`src/sfr_pkg.sv`:
```
// Shared types and constants for the stream find-and-replace block.
// Used by sfr_match and stream_find_and_replace_core; depends on nothing.
`default_nettype none

package sfr_pkg;

  // Longest pattern the matcher compares against.
  localparam int MAX_PATTERN = 8;
  // Depth of the pending buffer and of the output run buffer.
  localparam int BUF_DEPTH   = 8;
  // Width of a count that can hold BUF_DEPTH itself.
  localparam int CNT_W       = $clog2(BUF_DEPTH + 1);
  localparam int TALLY_W     = 16;

  typedef logic [BUF_DEPTH-1:0][7:0] buf_t;

  typedef enum logic [1:0] {
    REG_PATTERN_BYTES,
    REG_PATTERN_LENGTH,
    REG_REPLACEMENT_BYTES,
    REG_REPLACEMENT_LENGTH
  } cfg_reg_t;

  // Everything one input character causes: the run of output characters,
  // the optional done result, and the state left for the next character.
  typedef struct packed {
    buf_t               chars;
    logic [CNT_W-1:0]   char_cnt;
    logic               done;
    logic [TALLY_W-1:0] total;
    buf_t               next_pend;
    logic [CNT_W-1:0]   next_cnt;
    logic [TALLY_W-1:0] next_tally;
  } emit_t;

endpackage

`default_nettype wire

```
`src/stream_find_and_replace_core.sv`:
```
// Top level of the stream find-and-replace block: input slot, pending
// buffer, output run buffer and configuration registers. Uses sfr_pkg, sfr_match.
//
//   Channel | Handshake             | Payload
//   --------+-----------------------+--------------------------------------------
//   input   | in_valid / in_ready   | text_char, end_of_text
//   output  | out_valid / out_ready | out_char, char_valid, done_res,
//           |                       | replace_total, last_of_run
//   config  | cfg_valid / cfg_ready | cfg_index, cfg_data (cfg_ready is always 1)
//
// Items that yield at most one result stream at one per cycle while out_ready
// is high. An item that yields m results holds the output run buffer until all
// m transfer (m is at most nine: eight characters and the done result), and the
// next item waits in the input slot until the last of them transfers.
// An accepted character is registered in the input slot, its results in the run
// buffer. Reset (synchronous, active high) empties both buffers, clears the
// counts and zeroes all configuration registers. Output stalls only back up
// into the input slot; an item producing no result leaves the run buffer empty.
`default_nettype none

module stream_find_and_replace_core (
  input  logic                         clk,
  input  logic                         rst,
  // Input text channel.
  input  logic                         in_valid,
  output logic                         in_ready,
  input  logic [7:0]                   text_char,
  input  logic                         end_of_text,
  // Output result channel.
  output logic                         out_valid,
  input  logic                         out_ready,
  output logic [7:0]                   out_char,
  output logic                         char_valid,
  output logic                         done_res,
  output logic [sfr_pkg::TALLY_W-1:0]  replace_total,
  output logic                         last_of_run,
  // Configuration write channel.
  input  logic                         cfg_valid,
  output logic                         cfg_ready,
  input  logic [1:0]                   cfg_index,
  input  logic [63:0]                  cfg_data
);
  import sfr_pkg::*;

  // Configuration registers.
  logic [63:0]        pattern_bytes;
  logic [3:0]         pattern_length;
  logic [63:0]        replacement_bytes;
  logic [3:0]         replacement_length;

  // Input slot: holds one accepted character until the run buffer frees up.
  logic               in_full;
  logic [7:0]         in_char;
  logic               in_last;

  // Pending buffer: always a proper prefix of the pattern.
  buf_t               pending_chars;
  logic [CNT_W-1:0]   pending_count;
  logic [TALLY_W-1:0] match_tally;

  // Output run buffer: characters shift toward slot 0, done result last.
  buf_t               run_chars;
  logic [CNT_W-1:0]   run_cnt;
  logic               run_done;
  logic [TALLY_W-1:0] run_total;

  emit_t              emit;
  logic               out_take;
  logic               run_free;
  logic               process;

  sfr_match u_match (
    .text_char          (in_char),
    .end_of_text        (in_last),
    .pend               (pending_chars),
    .pend_cnt           (pending_count),
    .tally              (match_tally),
    .pattern_bytes      (pattern_bytes),
    .pattern_length     (pattern_length),
    .replacement_bytes  (replacement_bytes),
    .replacement_length (replacement_length),
    .emit               (emit)
  );

  // The head of the run is a character while any remain, then the done result.
  assign out_valid     = (run_cnt != '0) || run_done;
  assign char_valid    = (run_cnt != '0);
  assign done_res      = (run_cnt == '0) && run_done;
  assign out_char      = char_valid ? run_chars[0] : 8'd0;
  assign replace_total = done_res ? run_total : '0;
  assign last_of_run   = ((run_cnt == CNT_W'(1)) && !run_done) || done_res;

  assign out_take = out_valid && out_ready;
  // The run buffer can take a new item when empty or when its last result
  // transfers in this cycle.
  assign run_free = !out_valid || (out_take && last_of_run);
  assign process  = in_full && run_free;
  assign in_ready = !in_full || process;
  assign cfg_ready = 1'b1;

  // Input slot.
  always_ff @(posedge clk) begin
    if (rst) begin
      in_full <= 1'b0;
    end else if (in_valid && in_ready) begin
      in_full <= 1'b1;
    end else if (process) begin
      in_full <= 1'b0;
    end
    if (in_valid && in_ready) begin
      in_char <= text_char;
      in_last <= end_of_text;
    end
  end

  // Configuration registers. A pattern write throws away pending characters.
  always_ff @(posedge clk) begin
    if (rst) begin
      pattern_bytes      <= '0;
      pattern_length     <= '0;
      replacement_bytes  <= '0;
      replacement_length <= '0;
    end else if (cfg_valid && cfg_ready) begin
      case (cfg_reg_t'(cfg_index))
        REG_PATTERN_BYTES:      pattern_bytes      <= cfg_data;
        REG_PATTERN_LENGTH:     pattern_length     <= cfg_data[3:0];
        REG_REPLACEMENT_BYTES:  replacement_bytes  <= cfg_data;
        REG_REPLACEMENT_LENGTH: replacement_length <= cfg_data[3:0];
        default: ;
      endcase
    end
  end

  // Pending buffer and replacement tally.
  always_ff @(posedge clk) begin
    if (rst) begin
      pending_count <= '0;
      match_tally   <= '0;
    end else if (cfg_valid && cfg_ready &&
                 ((cfg_reg_t'(cfg_index) == REG_PATTERN_BYTES) ||
                  (cfg_reg_t'(cfg_index) == REG_PATTERN_LENGTH))) begin
      pending_count <= '0;
    end else if (process) begin
      pending_count <= emit.next_cnt;
      match_tally   <= emit.next_tally;
    end
    if (process) begin
      pending_chars <= emit.next_pend;
    end
  end

  // Output run buffer.
  always_ff @(posedge clk) begin
    if (rst) begin
      run_cnt  <= '0;
      run_done <= 1'b0;
    end else if (process) begin
      run_cnt  <= emit.char_cnt;
      run_done <= emit.done;
    end else if (out_take) begin
      if (run_cnt != '0) begin
        run_cnt <= run_cnt - CNT_W'(1);
      end else begin
        run_done <= 1'b0;
      end
    end
    if (process) begin
      run_chars <= emit.chars;
      run_total <= emit.total;
    end else if (out_take && (run_cnt != '0)) begin
      for (int i = 0; i < BUF_DEPTH - 1; i++) begin
        run_chars[i] <= run_chars[i+1];
      end
    end
  end

`ifndef SYNTH
  a_run_cnt_range: assert property (@(posedge clk) disable iff (rst)
    run_cnt <= CNT_W'(BUF_DEPTH))
    else $error("run buffer count out of range");

  a_pending_proper: assert property (@(posedge clk) disable iff (rst)
    pending_count < CNT_W'(MAX_PATTERN))
    else $error("pending buffer holds a full pattern");

  a_end_clears: assert property (@(posedge clk) disable iff (rst)
    (process && in_last) |=> (pending_count == '0) && (match_tally == '0))
    else $error("end of text did not clear pending state");

  a_done_is_last: assert property (@(posedge clk) disable iff (rst)
    done_res |-> last_of_run && !char_valid)
    else $error("done result not marked last");
`endif

endmodule

`default_nettype wire

```
`src/sfr_match.sv`:
```
// Combinational matcher: appends one character to the pending buffer and
// works out the output run and the next pending state. Depends on sfr_pkg.
`default_nettype none

module sfr_match (
  input  logic [7:0]                 text_char,
  input  logic                       end_of_text,
  input  sfr_pkg::buf_t              pend,
  input  logic [sfr_pkg::CNT_W-1:0]  pend_cnt,
  input  logic [sfr_pkg::TALLY_W-1:0] tally,
  input  logic [63:0]                pattern_bytes,
  input  logic [3:0]                 pattern_length,
  input  logic [63:0]                replacement_bytes,
  input  logic [3:0]                 replacement_length,
  output sfr_pkg::emit_t             emit
);
  import sfr_pkg::*;

  buf_t                 buff;
  logic [CNT_W-1:0]     plen;
  logic [CNT_W-1:0]     rlen;
  logic [CNT_W-1:0]     n;
  logic [CNT_W-1:0]     k;
  logic [BUF_DEPTH:0][BUF_DEPTH-1:0] cmp;
  logic [BUF_DEPTH:0]   ok;
  logic                 full_match;
  logic [TALLY_W-1:0]   tally_upd;

  always_comb begin
    plen = (pattern_length > CNT_W'(MAX_PATTERN)) ? CNT_W'(MAX_PATTERN)
                                                  : CNT_W'(pattern_length);
    rlen = (replacement_length > CNT_W'(BUF_DEPTH)) ? CNT_W'(BUF_DEPTH)
                                                    : CNT_W'(replacement_length);
    n = pend_cnt + CNT_W'(1);

    // Pending characters with the new one appended; slots past it are unused.
    for (int i = 0; i < BUF_DEPTH; i++) begin
      buff[i] = (CNT_W'(i) < pend_cnt) ? pend[i] : text_char;
    end

    // cmp[s][j]: the character at s + j equals pattern byte j.
    for (int s = 0; s <= BUF_DEPTH; s++) begin
      for (int j = 0; j < BUF_DEPTH; j++) begin
        cmp[s][j] = (s + j < BUF_DEPTH) &&
                    (buff[$clog2(BUF_DEPTH)'(s + j)] == pattern_bytes[8*j +: 8]);
      end
    end

    // ok[s]: dropping s oldest characters leaves a proper pattern prefix.
    for (int s = 0; s <= BUF_DEPTH; s++) begin
      ok[s] = (CNT_W'(s) <= n) && ((n - CNT_W'(s)) < plen);
      for (int j = 0; j < BUF_DEPTH; j++) begin
        if (CNT_W'(j) < n - CNT_W'(s)) begin
          ok[s] = ok[s] & cmp[s][j];
        end
      end
    end

    full_match = (n == plen);
    for (int j = 0; j < BUF_DEPTH; j++) begin
      if (CNT_W'(j) < n) begin
        full_match = full_match & cmp[0][j];
      end
    end

    // Smallest shift wins; shifting everything out always qualifies.
    k = n;
    for (int s = BUF_DEPTH; s >= 0; s--) begin
      if (ok[s]) begin
        k = CNT_W'(s);
      end
    end

    tally_upd = (full_match && (plen != '0) && (tally != {TALLY_W{1'b1}}))
              ? tally + TALLY_W'(1) : tally;

    emit.chars    = buff;
    emit.char_cnt = end_of_text ? n : k;
    for (int i = 0; i < BUF_DEPTH; i++) begin
      emit.next_pend[i] = buff[$clog2(BUF_DEPTH)'(CNT_W'(i) + k)];
    end
    emit.next_cnt = end_of_text ? '0 : (n - k);

    if (plen == '0) begin
      emit.chars[0]  = text_char;
      emit.char_cnt  = CNT_W'(1);
      emit.next_pend = pend;
      emit.next_cnt  = '0;
    end else if (full_match) begin
      emit.chars    = replacement_bytes;
      emit.char_cnt = rlen;
      emit.next_cnt = '0;
    end

    emit.done       = end_of_text;
    emit.total      = tally_upd;
    emit.next_tally = end_of_text ? '0 : tally_upd;
  end

endmodule

`default_nettype wire
```
`config.mk`:
```
export PLATFORM = sky130hd
export DESIGN_NAME = stream_find_and_replace_core
export DESIGN_NICKNAME = d
export VERILOG_FILES = /design/src/sfr_pkg.sv /design/src/stream_find_and_replace_core.sv /design/src/sfr_match.sv
export SDC_FILE = /design/constraint.sdc
export NUM_CORES = 1
export LEC_CHECK = 0
export BUFFER_PORTS_ARGS = -buffer_cell sky130_fd_sc_hd__buf_2
export CAP_MARGIN = 20
export CELL_PAD_IN_SITES_DETAIL_PLACEMENT = 2
export CELL_PAD_IN_SITES_GLOBAL_PLACEMENT = 2
export CORE_MARGIN = 2
export CORE_UTILIZATION = 39
export DETAILED_ROUTE_END_ITERATION = 12
export PLACE_DENSITY = 0.86
export SLEW_MARGIN = 10
export SYNTH_ARGS = -nofsm -noshare
export SYNTH_HDL_FRONTEND = slang
export SYNTH_HIERARCHICAL = 1
export SYNTH_SLANG_ARGS = --single-unit
```
`constraint.sdc`:
```
create_clock -name clk -period 8.6 [get_ports clk]
set_input_delay 1.72 -clock clk [delete_from_list [all_inputs] [get_ports clk]]
set_output_delay 1.72 -clock clk [all_outputs]
set_load 0.1 [all_outputs]
```
==> impl_metrics.yaml, run 1 <==
global_routing:
  grt_pass1_vias: 18503
  antenna_found_initial: 5
  grt-ovfl-total: 0
  grt_pass1_wl_mm: 123
  grtUsageTotal: 0.330
  grt_max_degree: 118
pwr:
  ir_drop_uv: 307
  p_leak_nw: 7.77
  powerDensity_nw_per_um2: 262
logic_synthesis:
  synth_fp_nets: 2190
  synth_cells: 2059
  ys_warn_count: 6
  syn_avg_cell_area_sq_um: 9.01
  synth_area_sq_um: 18500
clock_network:
  clkSinkCount: 283
  cts_buffer_depth: 3
  cts_resized: 0
  root_buffer: "clkbuf_16"
  clock_latency_ns: 0.58
  cts_tree: "done"
  cts_max_level: 2
  cts_hold_buffers: 0
  cts_setup_buffers: 0
  cts_made_buffers: 34
  cts.clk_slew.worst_paths_ns: 0.07
floorplanning:
  die_h_microns: 222
  pin_count: 110
  start_util: 0.397
  die_area_sq_um: 49300
  rows: 79
  coreArea_sq_um: 46800
  die_w_microns: 222
sta:
  rsz0062_at_grt: "no"
  layout_setup_ws_ns: 1.61
  final_max_slew_viol_count: 0
  hold_viol: 0
  finalSetupViolations: 0
  min_period_ns: 6.99
  skew_ns: 0.0205
  finalCritPeriodShare: 0.813
  tns_ns: 0
  worst_pin_slew_ns: 1.25
  slew-limit-headroom: 0.161
  fmax_mhz: 143
worst_setup_path:
  crit_path_end_kind: "flop"
  ff2ff_path_depth: 18
  path_class: "flop to flop"
  crit_arrival_ns: 7.30
  crit_fanout: 55
  start_kind: "flop"
  cp_data_required_time_ns: 8.91
drt:
  drt_wl_total_mm: 83.2
  drtIter0Drc: 1911
  vias: 17203
  detail_route.vias_per_cell: 6.33
  ant_nets: 0
  first_pass_iters: 6
  remaining_drc_errors: 0
  wire_per_inst_microns: 30.6
run_status:
  status: "completed"
min_path:
  hp-class: "flop to flop"
  holdPathStages: 2
finish:
  final_area_sq_um: 20500
  area_growth_pct: 10.7
  num-nets-final: 2216
  drive_gt1_frac: 0.180
  final_util: 0.439
place:
  place_congestion: 0.947
  placement.cell_area_sq_um: 19400
  hpwl_mm: 54.3
  post-place-ws_ns: 1.74
  port-buffer-count: 108
flow_run:
  maxCapViolations: 0
[cell usage in the layout, fill, tap and decap left out, drive strengths merged, types with 6 or more instances in the layout]
cell and instances:
nand2 452, a21oi 175, buf 158, edfxtp 153
dfxtp 130, nor2 126, nor3 99, mux2 98
xnor2 86, mux2i 85, o21ai 51, clkbuf 51
ha 50, inv 47, a221oi 39, nor2b 34
mux4 32, xor2 26, and3 24, nand3b 20
nand3 19, nor4 18, and2 13, clkinv 10
nand4 9, a211oi 9, o22a 8, a2111oi 7
a22oi 6
[layout make-up]
class | count | area [sq um]
timing repair buffer | 159 | 923
fill | 5006 | 26200
multi-input combinational | 1561 | 10400
antenna | 2 | 5.00
clock buffer | 50 | 981
clock inverter | 11 | 72.6
sequential | 283 | 7200
inverter | 46 | 178
tap | 607 | 759
[worst max-delay path, cell delays in order (launching register included)]
cell and delay, ns:
dfxtp_1 0.73, ha_1 0.46, xor2_1 0.50, inv_1 0.32, ha_1 0.33, xnor2_1 0.25, ha_1 0.30, a221oi_1 0.29
nand2_1 0.10, a311oi_1 0.29, nor4b_1 0.60, o21ba_2 0.32, nor2_8 0.04, buf_4 0.34, ha_1 0.42, buf_4 0.47
mux4_2 0.61, nor3_1 0.19, nor3_1 0.08
[path summary, 6_finish.rpt]
kind                                 startpoint                            endpoint  slack [ns]
max reg2reg       pending_count[0]$_SDFFE_PP0N_         pending_chars[41]$_DFFE_PN_        1.61
max               pending_count[0]$_SDFFE_PP0N_         pending_chars[41]$_DFFE_PN_        1.61
min reg2reg  replacement_bytes[38]$_SDFFE_PP0P_  replacement_bytes[38]$_SDFFE_PP0P_        0.46
min          replacement_bytes[38]$_SDFFE_PP0P_  replacement_bytes[38]$_SDFFE_PP0P_        0.46
[stage by stage]
stage	hold WS (ns)	power (mW)	cells
after floorplan	0.433	3.24	2059
after global placement	0.440	3.73	2646
after detailed placement	0.452	3.83	2650
after CTS	0.466	5.34	2711
after global routing	0.486	5.55	2718
final	0.459	5.39	2719
[power breakdown]
| group | switching [mW] | internal [mW] |
|---|---|---|
| Sequential | 0.208 | 1.87 |
| Clock | 0.643 | 0.796 |
| Combinational | 1.41 | 0.464 |
| Total | 2.26 | 3.13 |
[metal layers]
| metal | global-route usage | vias to the layer above | wire, microns |
|---|---|---|---|
| met1 | 0.423 | 8804 | 33500 |
| met4 | 0.154 | 4 | 3940 |
| met3 | 0.0663 | 238 | 6760 |
| li1 | - | 7319 | - |
| met5 | 0 | - | 24 |
| met2 | 0.537 | 838 | 39000 |
[sequential cells by signal, indices dropped and copies added, names as in the netlist]
signal / cells
in_char: 8
replacement_length: 4
in_full: 1
run_cnt: 4
in_last: 1
match_tally: 16
run_total: 16
run_chars: 64
run_done: 1
pattern_bytes: 32
replacement_bytes: 64
pending_count: 4
pending_chars: 64
pattern_length: 4
(Power assumes the default switching activity.)
==> inputs of run 2 (changes only) <==
ABC_AREA = 1   (was not set)
CORE_UTILIZATION = 35   (was 39)
PLACE_DENSITY = 0.85   (was 0.86)
clock period = 6.7 ns   (was 8.6 ns; I/O delays follow)
==> impl_metrics.yaml, run 2 <==
run_status:
  status: "completed"
floorplanning:
  coreArea_sq_um: 52300
  die_w_microns: 233
  start_util: 0.352
  die_h_microns: 233
  pin_count: 110
  rows: 84
  die_area_sq_um: 54500
logic_synthesis:
  syn_avg_cell_area_sq_um: 6.79
  ys_warn_count: 6
  synth_area_sq_um: 18400
  synth_fp_nets: 2844
  synth_cells: 2713
finish:
  area_growth_pct: 11.2
  final_area_sq_um: 20500
  most-common-layout-cells: "839 x nand2_1, 441 x nand3_1, 326 x nor2_1"
  final_common_cell: "nand2_1"
  final_cells: 3458
  drive_gt1_frac: 0.0899
  fillers: 6382
  final_util: 0.391
  top_regs: "pending_chars x64, replacement_bytes x64, run_chars x64"
  num-nets-final: 2871
worst_setup_path:
  cp_slowest_stage_delay_ns: 0.80
  cp-startpoint: "pending_count[3]$_SDFFE_PP0N_"
  slowest_stage: "o21ai_0"
  r2r_start: "pending_count[3]$_SDFFE_PP0N_"
  crit_fanout: 70
  cp_data_required_time_ns: 7.04
  crit_chain: "clkinvlp_4 > ha_1 > inv_2 > nor2_2 > o21ai_0 > nand2_1 > nand2_1 > nand2_1 > nor2_1 > nand2_1 > a21oi_2 > nand3_2 > buf_4 > nand3_2 > buf_4 > nand2_1 > nand2_1 > nand3_1 > nand3_1 > nand2_1"
  crit_arrival_ns: 6.63
  cp_common_cell: "nand2_1"
  crit_path_end_kind: "flop"
  start_kind: "flop"
  r2r_end: "pending_chars[40]$_DFFE_PN_"
  ff2ff_path_depth: 20
  worst-r2r-setup-slack_ns: 0.41
  path_class: "flop to flop"
sta:
  hold_viol: 0
  final_max_slew_viol_count: 0
  slew-limit-headroom: 0.223
  finalCritPeriodShare: 0.939
  fmax_mhz: 159
  rsz0062_at_grt: "no"
  worst_pin_slew_ns: 1.15
  whs_ns: 0.466
  skew_ns: 0.0476
  finalSetupViolations: 0
  min_period_ns: 6.29
  tns_ns: 0
place:
  place_congestion: 0.924
  hpwl_mm: 61.5
  port-buffer-count: 108
  placement.cell_area_sq_um: 19200
  post-place-cells: 3387
flow_run:
  maxCapViolations: 0
pwr:
  p_int_mw: 3.94
  power_frac_seq: 0.389
  switching_share: 0.403
  pwr-share-clk: 0.305
  powerDensity_nw_per_um2: 323
  combPwrFrac: 0.306
  ir_drop_uv: 227
  switchingPower_mw: 2.66
  p_leak_nw: 9.25
drt:
  detail_route.vias_per_cell: 5.67
  wl_met1_mm: 36.0
  first_pass_iters: 5
  wl_met3_mm: 3.62
  drt_wl_total_mm: 86.8
  highest_layer: "met4"
  wire_per_inst_microns: 25.1
  wl_met2_mm: 42.7
  remaining_drc_errors: 0
  vias: 19604
  drtIter0Drc: 1368
  ant_nets: 0
clock_network:
  cts_tree: "done"
  cts_buffer_depth: 3
  clkSinkCount: 283
  cts.clk_slew.worst_paths_ns: 0.06
  cts_max_level: 2
  cts_made_buffers: 37
  clock_latency_ns: 0.59
  cts_hold_buffers: 0
  root_buffer: "clkbuf_16"
min_path:
  holdPathEnd: "replacement_length[2]$_SDFFE_PP0P_"
  hp-start: "replacement_length[2]$_SDFFE_PP0P_"
  hp-class: "flop to flop"
  holdPathStages: 2
global_routing:
  grt_pass1_wl_mm: 131
  grtUsageTotal: 0.319
  grt-ovfl-total: 0
  grt_max_degree: 93
  grt_pass1_vias: 21032
  antenna_found_initial: 1
## run 2: power groups by stage
stage / sequential, mW / combinational, mW / clock, mW
global route: 2.60 / 2.18 / 2.12
global placement: 2.56 / 1.90 / 0
detailed placement: 2.59 / 1.99 / 0
finish: 2.57 / 2.02 / 2.01
CTS: 2.57 / 2.02 / 2.05
floorplan: 2.50 / 1.38 / 0
## run 2: worst max-delay path by stage
stage	slack, ns	to
3_5_place_dp	0.52	pending_count[3]$_SDFFE_PP0N_
2_1_floorplan	0.86	replace_total[10]
3_3_place_gp	0.57	pending_count[3]$_SDFFE_PP0N_
4_1_cts	0.47	pending_count[3]$_SDFFE_PP0N_
6_report	0.41	pending_chars[40]$_DFFE_PN_
5_1_grt	0.08	pending_chars[14]$_DFFE_PN_
## run 2: repair_timing
action | 4_1_cts | 5_1_grt
setup buffers | 0 | 0
resized for setup | 0 | 1
setup endpoints to repair | 0 | 1
## run 2: critical path: cells and delay by family, from the launching register on
kind                     cells  cell delay, ns
AND/OR/NAND/NOR             13            2.43
buffers and inverters        4            1.60
AO/OA/AOI/OAI                2            0.95
adder cells (fa/ha/maj)      1            0.60
flip-flops                   1            0.43
## run 2: per-stage QoR
stage	power [mW]	setup slack (ns)
final	6.60	0.412
after global routing	6.90	0.0791
after CTS	6.63	0.468
after detailed placement	4.58	0.515
after global placement	4.46	0.569
after floorplan	3.87	0.858
## run 2: layout make-up
cell class,instances,area (sq um),share of cell area
Clock buffer,49,1000,0.0489
Timing Repair Buffer,135,773,0.0378
Tap cell,688,861,0.0420
Inverter,198,754,0.0368
Clock inverter,19,194,0.00947
Antenna cell,1,2.50,0.000122
Multi-Input combinational cell,2085,9690,0.473
Sequential cell,283,7200,0.352
## run 2: layer usage
| layer | GRT usage | up-vias |
|---|---|---|
| li1 | - | 8938 |
| met1 | 0.386 | 9881 |
| met2 | 0.561 | 583 |
| met3 | 0.0375 | 202 |
| met4 | 0.152 | 0 |
| met5 | 0 | - |
